## src/sv/sfn_pkg.sv

```systemverilog
// ----------------------------------------------------------------------------
// sfn_pkg
// Shared types, constants and byte checks for the short file name formatter.
// ----------------------------------------------------------------------------
package sfn_pkg;

  localparam int NameLen = 11;
  localparam int BaseLen = 8;
  localparam int IdxW    = 4;

  localparam logic [IdxW-1:0] LastIdx = IdxW'(NameLen - 1);

  localparam logic [7:0] ChSpace = 8'h20;
  localparam logic [7:0] ChDot   = 8'h2E;
  localparam logic [7:0] ChDeleted = 8'hE5;
  localparam logic [7:0] ChKanjiLead = 8'h05;

  // check modes
  localparam logic [1:0] ModeRelaxed = 2'd0;
  localparam logic [1:0] ModeNormal  = 2'd1;
  localparam logic [1:0] ModeStrict  = 2'd2;

  // configuration register indexes
  localparam logic [1:0] RegCheckMode = 2'd0;
  localparam logic [1:0] RegAllowDot  = 2'd1;
  localparam logic [1:0] RegKeepCase  = 2'd2;

  typedef enum logic [2:0] {
    PH_START,
    PH_BASE,
    PH_SKIP,
    PH_EXT,
    PH_EXTFULL,
    PH_DONE
  } sfn_phase_t;

  typedef struct packed {
    logic [1:0] check_mode;
    logic       allow_dot;
    logic       keep_case;
  } sfn_cfg_t;

  typedef struct packed {
    logic                      err;
    logic                      hidden;
    logic [NameLen-1:0][7:0]   bytes;
  } sfn_result_t;

  function automatic logic char_bad(input logic [7:0] c, input logic [1:0] mode);
    logic bad;
    bad = (c < 8'h20) || (c == 8'h3A) || (c == 8'h5C);
    if (mode != ModeRelaxed &&
        (c == 8'h2A || c == 8'h3F || c == 8'h3C || c == 8'h3E || c == 8'h7C ||
         c == 8'h22))
      bad = 1'b1;
    if (mode == ModeStrict &&
        (c == 8'h2B || c == 8'h3D || c == 8'h2C || c == 8'h3B || c == ChSpace ||
         (c >= 8'h41 && c <= 8'h5A)))
      bad = 1'b1;
    return bad;
  endfunction

  function automatic logic [7:0] fold(input logic [7:0] c, input logic keep_case);
    logic [7:0] r;
    r = c;
    if (!keep_case && c >= 8'h61 && c <= 8'h7A)
      r = c - 8'd32;
    return r;
  endfunction

endpackage

```

## src/sv/short_file_name_formatter.sv

```systemverilog
// ----------------------------------------------------------------------------
// short_file_name_formatter
// Streams a file name in byte by byte and returns its 11-byte 8.3 short name.
// ----------------------------------------------------------------------------
// Name bytes are taken one per cycle while in_tready is high. On the beat
// marked tlast the finished name is loaded into an output buffer, which then
// sends 11 beats (index 0..10, the last with tlast) or one error beat (status
// 1, byte and index 0). While the buffer holds a name, in_tready is low except
// in the cycle its final beat leaves, so bytes of the next name are held back
// while the output buffer drains the last name byte by byte. Configuration
// writes are taken every cycle and apply from the next name byte.
module short_file_name_formatter import sfn_pkg::*; (
  input  logic        clk,
  input  logic        rst_n,
  // input stream
  input  logic        in_tvalid,
  output logic        in_tready,
  input  logic [7:0]  in_tdata,   // [7:0] name_char
  input  logic        in_tlast,   // is_final
  // result stream
  output logic        out_tvalid,
  input  logic        out_tready,
  output logic [15:0] out_tdata,  // [7:0] out_byte, [11:8] byte_index, zero fill
  output logic [1:0]  out_tuser,  // [0] status, [1] hidden
  output logic        out_tlast,  // run_end
  // configuration writes
  input  logic        cfg_valid,
  output logic        cfg_ready,
  input  logic [1:0]  cfg_index,
  input  logic [1:0]  cfg_data
);

  sfn_cfg_t    cfg_r;
  sfn_result_t result;
  logic        in_acc;
  logic        out_acc;

  logic                    ob_valid_r;
  logic [NameLen-1:0][7:0] ob_bytes_r;
  logic [IdxW-1:0]         ob_idx_r;
  logic                    ob_err_r;
  logic                    ob_hid_r;

  assign cfg_ready = 1'b1;

  always_ff @(posedge clk) begin
    if (!rst_n) begin
      cfg_r.check_mode <= ModeNormal;
      cfg_r.allow_dot  <= 1'b0;
      cfg_r.keep_case  <= 1'b0;
    end else if (cfg_valid) begin
      unique case (cfg_index)
        RegCheckMode: cfg_r.check_mode <= cfg_data;
        RegAllowDot:  cfg_r.allow_dot  <= cfg_data[0];
        RegKeepCase:  cfg_r.keep_case  <= cfg_data[0];
        default: ;
      endcase
    end
  end

  assign out_tvalid = ob_valid_r;
  assign out_tlast  = ob_err_r || (ob_idx_r == LastIdx);
  assign out_tdata  = {4'b0, ob_idx_r, ob_bytes_r[0]};
  assign out_tuser  = {ob_hid_r, ob_err_r};
  assign out_acc    = out_tvalid && out_tready;
  assign in_tready  = !ob_valid_r || (out_tready && out_tlast);
  assign in_acc     = in_tvalid && in_tready;

  sfn_name_core u_core (
    .clk       (clk),
    .rst_n     (rst_n),
    .cfg       (cfg_r),
    .accept    (in_acc),
    .name_char (in_tdata),
    .is_final  (in_tlast),
    .result    (result)
  );

  // output buffer, shifts one byte down per beat
  always_ff @(posedge clk) begin
    if (in_acc && in_tlast) begin
      ob_bytes_r <= result.bytes;
      ob_err_r   <= result.err;
      ob_hid_r   <= result.hidden;
    end else if (out_acc) begin
      ob_bytes_r <= {8'h00, ob_bytes_r[NameLen-1:1]};
    end
  end

  always_ff @(posedge clk) begin
    if (!rst_n) begin
      ob_valid_r <= 1'b0;
      ob_idx_r   <= '0;
    end else if (in_acc && in_tlast) begin
      ob_valid_r <= 1'b1;
      ob_idx_r   <= '0;
    end else if (out_acc) begin
      if (out_tlast) begin
        ob_valid_r <= 1'b0;
        ob_idx_r   <= '0;
      end else begin
        ob_idx_r <= ob_idx_r + 1'b1;
      end
    end
  end

endmodule

```

## src/sv/sfn_name_core.sv

```systemverilog
// ----------------------------------------------------------------------------
// sfn_name_core
// Name parser: checks each byte and places it in the 8.3 name buffer.
// ----------------------------------------------------------------------------
module sfn_name_core import sfn_pkg::*; (
  input  logic        clk,
  input  logic        rst_n,
  input  sfn_cfg_t    cfg,
  input  logic        accept,
  input  logic [7:0]  name_char,
  input  logic        is_final,
  output sfn_result_t result
);

  logic [7:0]  sn_r   [NameLen];
  logic [7:0]  sn_nxt [NameLen];
  logic [IdxW-1:0] fill_r, fill_nxt;
  sfn_phase_t  phase_r, phase_nxt;
  logic        rej_r, rej_nxt;
  logic        ts_r, ts_nxt;
  logic        hid_r, hid_nxt;
  logic [7:0]  cm;
  logic        strict;
  logic        base_step;

  assign strict = (cfg.check_mode == ModeStrict);

  always_comb begin
    sn_nxt    = sn_r;
    fill_nxt  = fill_r;
    phase_nxt = phase_r;
    rej_nxt   = rej_r;
    ts_nxt    = ts_r;
    hid_nxt   = hid_r;
    base_step = 1'b0;
    cm        = ((fill_r == '0) && (name_char == ChDeleted)) ? ChKanjiLead : name_char;

    if (!rej_r) begin
      unique case (phase_r)
        PH_START: begin
          if (name_char == ChDot) begin
            if (cfg.allow_dot) begin
              hid_nxt   = 1'b1;
              phase_nxt = PH_BASE;
            end else begin
              rej_nxt = 1'b1;
            end
          end else begin
            phase_nxt = PH_BASE;
            base_step = 1'b1;
          end
        end
        PH_BASE: base_step = 1'b1;
        PH_SKIP: begin
          if (name_char == ChDot) begin
            for (int j = 0; j < BaseLen; j++)
              if (IdxW'(j) >= fill_r) sn_nxt[j] = ChSpace;
            fill_nxt  = IdxW'(BaseLen);
            ts_nxt    = 1'b0;
            phase_nxt = PH_EXT;
          end else if (strict) begin
            rej_nxt = 1'b1;
          end
        end
        PH_EXT: begin
          if (char_bad(name_char, cfg.check_mode)) begin
            rej_nxt = 1'b1;
          end else if (name_char == ChDot) begin
            if (strict) rej_nxt = 1'b1;
            else        phase_nxt = PH_DONE;
          end else begin
            ts_nxt = (name_char == ChSpace);
            if (fill_r < IdxW'(NameLen)) begin
              sn_nxt[fill_r] = fold(name_char, cfg.keep_case);
              fill_nxt       = fill_r + 1'b1;
            end
            if (fill_nxt >= IdxW'(NameLen)) phase_nxt = PH_EXTFULL;
          end
        end
        PH_EXTFULL: if (strict) rej_nxt = 1'b1;
        PH_DONE: ;
        default: ;
      endcase

      if (base_step) begin
        if (char_bad(name_char, cfg.check_mode)) begin
          rej_nxt = 1'b1;
        end else if (cm == ChDot) begin
          if (ts_r) begin
            rej_nxt = 1'b1;
          end else begin
            for (int j = 0; j < BaseLen; j++)
              if (IdxW'(j) >= fill_r) sn_nxt[j] = ChSpace;
            fill_nxt  = IdxW'(BaseLen);
            ts_nxt    = 1'b0;
            phase_nxt = PH_EXT;
          end
        end else begin
          ts_nxt = (cm == ChSpace);
          if (fill_r < IdxW'(BaseLen)) begin
            sn_nxt[fill_r] = fold(cm, cfg.keep_case);
            fill_nxt       = fill_r + 1'b1;
          end
          if (fill_nxt >= IdxW'(BaseLen)) begin
            if (ts_nxt) rej_nxt = 1'b1;
            else        phase_nxt = PH_SKIP;
          end
        end
      end
    end
  end

  // padded snapshot of the finished name
  always_comb begin
    result.err    = rej_nxt | ts_nxt;
    result.hidden = hid_nxt & ~result.err;
    for (int j = 0; j < NameLen; j++) begin
      if (result.err)                 result.bytes[j] = '0;
      else if (IdxW'(j) < fill_nxt)   result.bytes[j] = sn_nxt[j];
      else                            result.bytes[j] = ChSpace;
    end
  end

  always_ff @(posedge clk) begin
    if (accept) sn_r <= sn_nxt;
  end

  always_ff @(posedge clk) begin
    if (!rst_n) begin
      fill_r  <= '0;
      phase_r <= PH_START;
      rej_r   <= 1'b0;
      ts_r    <= 1'b1;
      hid_r   <= 1'b0;
    end else if (accept) begin
      if (is_final) begin
        fill_r  <= '0;
        phase_r <= PH_START;
        rej_r   <= 1'b0;
        ts_r    <= 1'b1;
        hid_r   <= 1'b0;
      end else begin
        fill_r  <= fill_nxt;
        phase_r <= phase_nxt;
        rej_r   <= rej_nxt;
        ts_r    <= ts_nxt;
        hid_r   <= hid_nxt;
      end
    end
  end

endmodule

```

## config.mk

```make
export PLATFORM = sky130hd
export DESIGN_NAME = short_file_name_formatter
export DESIGN_NICKNAME = d
export VERILOG_FILES = /design/src/sv/sfn_pkg.sv /design/src/sv/short_file_name_formatter.sv /design/src/sv/sfn_name_core.sv
export SDC_FILE = /design/constraint.sdc
export NUM_CORES = 1
export LEC_CHECK = 0
export CAP_MARGIN = 20
export CORE_MARGIN = 5
export CORE_UTILIZATION = 25
export DETAILED_ROUTE_END_ITERATION = 8
export DONT_BUFFER_PORTS = 1
export PLACE_DENSITY = 0.48
export SKIP_CTS_REPAIR_TIMING = 1
export SLEW_MARGIN = 20
export SYNTH_ARGS = -nofsm -noshare
export SYNTH_HDL_FRONTEND = slang
export SYNTH_HIERARCHICAL = 1
export SYNTH_SLANG_ARGS = --single-unit
```

## constraint.sdc

```tcl
create_clock -name clk -period 4.9 [get_ports clk]
set_input_delay 0.735 -clock clk [delete_from_list [all_inputs] [get_ports clk]]
set_output_delay 0.735 -clock clk [all_outputs]
set_load 0.01 [all_outputs]
```

==> out/summary.json <==
{
  "core_mm2": 0.0453,
  "ioPinCount": 40,
  "detail_route.first_pass.iterations": 5,
  "slew_headroom_pct": 23.0,
  "total_area_of_multi_input_combinational_cells_mm2": 0.00518,
  "synth_enable_flop_cells": 178,
  "result_of_the_run": "complete, no violations",
  "netlist_area_before_placement_mm2": 0.0114,
  "vias_in_the_first_global_route": 8336,
  "core.rowCount": 78,
  "pin_count_of_the_biggest_net_entering_global_routing": 63,
  "worst_skew_pair.late_latency_ns": 0.44,
  "final_critical_path_required_period_ns": 4.25,
  "total_power_mw": 3.99,
  "dp_hpwl_um": 22200,
  "clock_tree.buffer_depth": 2,
  "power_leakage_nw": 4.29,
  "power_per_cell_area_mw_per_mm2": 317,
  "rrSetupSlack_ns": 0.65,
  "final_hold_viol_count": 0,
  "finalMaxSlewViolations": 0,
  "ys_ff_latch": 197,
  "synth.top_cell.area_share_pct": 46.8,
  "synth-async-reset-ratio_pct": 0,
  "antenna_cells": 0,
  "critical_path.max_fanout": 10,
  "die_area_mm2": 0.0500,
  "fin_worst_skew_ns": 0.0182,
  "worst_path_largest_cell_delay_ns": 1.01,
  "clk_pin_slew_worst_paths_ns": 0.08,
  "total_of_max_cap_violations": 0,
  "design.final.nets": 1008,
  "route.vias.total": 8335,
  "cts_tree": "yes",
  "place.port_buffers": 0,
  "routedWlPerCell_um": 21.3,
  "leading_register_cell_type_out_of_synthesis": "sky130_fd_sc_hd__edfxtp_1",
  "critPathSlowestCell": "sky130_fd_sc_hd__a2111oi_2",
  "synth_seq_area_share_pct": 50.2,
  "worst_hold_path_type": "input port to flip-flop",
  "category_of_the_worst_setup_path_capture_point": "flip-flop",
  "ant_nets": 0,
  "synthDistinctLibCells": 90,
  "cts.htree.levels": 4,
  "crit_chain": "nand2b_1 -> nor4_4 -> a31oi_2 -> nand3_1 -> a2111oi_2 -> a41oi_1 -> a22o_1 -> nor2b_1 -> mux2_2",
  "synth_warnings": 6,
  "fp.dieW_um": 224,
  "yosys.area.top_type": "sky130_fd_sc_hd__edfxtp_1",
  "fill_cells": 4733,
  "detail_route.drc_violations": 0,
  "critPathArrivalTime_ns": 4.43,
  "finish.instance_area_mm2": 0.0126,
  "commonest_cells_post_synth": "sky130_fd_sc_hd__edfxtp_1 (178), sky130_fd_sc_hd__mux2_2 (88), sky130_fd_sc_hd__nand2_1 (73)",
  "ratio_of_cells_with_drive_above_1_in_the_final_layout_pct": 18.5,
  "vdd_drop_max_mv": 0.216,
  "criticalPathCategory": "flip-flop to flip-flop",
  "die_h_um": 224,
  "worst_setup_path_start_kind": "flip-flop",
  "initial_antenna_violation_count": 0,
  "setup-violations-final": 0,
  "grt_setup_unrepaired": "no",
  "all_layer_global_routing_usage_pct": 13.4,
  "vias_per_cell": 5.24,
  "synth_most_common_cell": "sky130_fd_sc_hd__edfxtp_1",
  "drtIter0Drc": 731,
  "routabilityCongestion": 0.886,
  "cts.root.buffer_cell": "sky130_fd_sc_hd__clkbuf_16",
  "numClockSinks": 197,
  "avgSynthCellArea_um2": 11.2,
  "grt.overflow.total": 0,
  "flow.area_growth_from_synthesis_pct": 10.1,
  "cts_inserted_buffers": 17,
  "finalHoldWorstSlack_ns": 0.356,
  "synthesis.instances": 1016,
  "fmaxAchievable_mhz": 235,
  "grt_pass1_wl_um": 52200,
  "initial_utilization_pct": 25.2,
  "worst_ep_required_time_ns": 5.09,
  "detailed_place.area_mm2": 0.0119,
  "layout_worst_path_cycle_share_pct": 86.7,
  "synthTopCellsByArea": "sky130_fd_sc_hd__edfxtp_1 (47%), sky130_fd_sc_hd__mux2_2 (8.7%), sky130_fd_sc_hd__nor2b_1 (3.7%)",
  "seq_area_mm2": 0.00573,
  "final_util_pct": 27.8,
  "wirelength_um": 33900,
  "fin_setup_tns_ns": 0,
  "timing_worst_slew_pin_value_ns": 1.15
}
[state kept, by name (all words and copies together), names as in the netlist, 3 cells and up]
name	cells
ob_bytes_r	80
cfg_r	4
u_core/fill_r	4
u_core/phase_r	3
out_tdata	8
ob_idx_r	4
u_core/sn_r	88
[logic make-up after synthesis]
logic type      count (synthesis)  share of synthesized area, %
simple gates                  345                          16.7
compound gates                252                          16.9
flops                         197                          50.2
buf+inv                       107                          4.89
mux                           101                          9.90
fa+ha+maj                      11                          1.21
other cells                     2                        0.0658
xor+xnor                        1                        0.0768
[report_power, final]
part           switching [mW]  internal, mW
clock                   0.647         0.837
combinational           0.282         0.186
sequential             0.0491          1.99
[layout make-up]
cell class	count	area share, %
clock inverter	6	0.358
multi-input combinational	715	41.2
tap	600	5.97
inverter	21	0.627
clock buffer	26	4.66
sequential	197	45.6
timing repair buffer	27	1.61
[metal layers]
layer	vias to the layer above	GRT usage (%)	routed length [µm]
met5	-	0	0
met4	0	4.70	945
met3	60	3.38	2270
met2	315	20.8	15200
met1	4141	18.2	15500
li1	3819	-	-
[path summary, 6_finish.rpt]
| path | start | end | cells past startpoint |
|---|---|---|---|
| setup reg to reg | cfg_r[2]$_SDFFE_PN1P_ | ob_bytes_r[9]$_DFFE_PP_ | 9 |
| setup / recovery | cfg_r[2]$_SDFFE_PN1P_ | ob_bytes_r[9]$_DFFE_PP_ | 9 |
| hold / removal | rst_n | u_core/ts_r$_SDFFE_PN1P_ | 1 |
| hold reg to reg | u_core/hid_r$_SDFFE_PN0P_ | u_core/hid_r$_SDFFE_PN0P_ | 2 |
[placed cells by master (no fill, tap or decap), types with 7 or more instances in the layout]
master,instances
sky130_fd_sc_hd__edfxtp_1,178
sky130_fd_sc_hd__mux2_2,88
sky130_fd_sc_hd__nand2_1,73
sky130_fd_sc_hd__nor2b_1,67
sky130_fd_sc_hd__nor2_1,47
sky130_fd_sc_hd__o21ai_0,36
sky130_fd_sc_hd__a22o_1,32
sky130_fd_sc_hd__a21oi_1,27
sky130_fd_sc_hd__buf_4,27
sky130_fd_sc_hd__and3_1,25
sky130_fd_sc_hd__nand3_1,24
sky130_fd_sc_hd__and2_1,22
sky130_fd_sc_hd__clkbuf_16,22
sky130_fd_sc_hd__dfxtp_1,19
sky130_fd_sc_hd__inv_1,18
sky130_fd_sc_hd__a31oi_1,17
sky130_fd_sc_hd__a32o_1,15
sky130_fd_sc_hd__nor3_1,14
sky130_fd_sc_hd__nand2b_1,12
sky130_fd_sc_hd__ha_1,11
sky130_fd_sc_hd__nand4_1,9
sky130_fd_sc_hd__o31ai_1,9
sky130_fd_sc_hd__o22ai_1,9
sky130_fd_sc_hd__a31o_2,8
sky130_fd_sc_hd__a21o_1,8
sky130_fd_sc_hd__mux2_1,7
sky130_fd_sc_hd__o21a_1,7
[critical path, delay by kind of cell, from the launching register on]
family | cells | cell delay, ns
AOI/OAI and AO/OA | 4 | 2.18
and+or+nand+nor | 4 | 1.13
DFF | 1 | 0.41
muxes | 1 | 0.26
[per-stage QoR]
stage | setup slack (ns) | std cells
after floorplan | 0.756 | 1019
after detailed placement | 0.372 | 1560
after CTS | 0.791 | 1592
after global placement | 0.319 | 1560
final | 0.652 | 1592
after global routing | 0.487 | 1592
(Power assumes the default switching activity.)
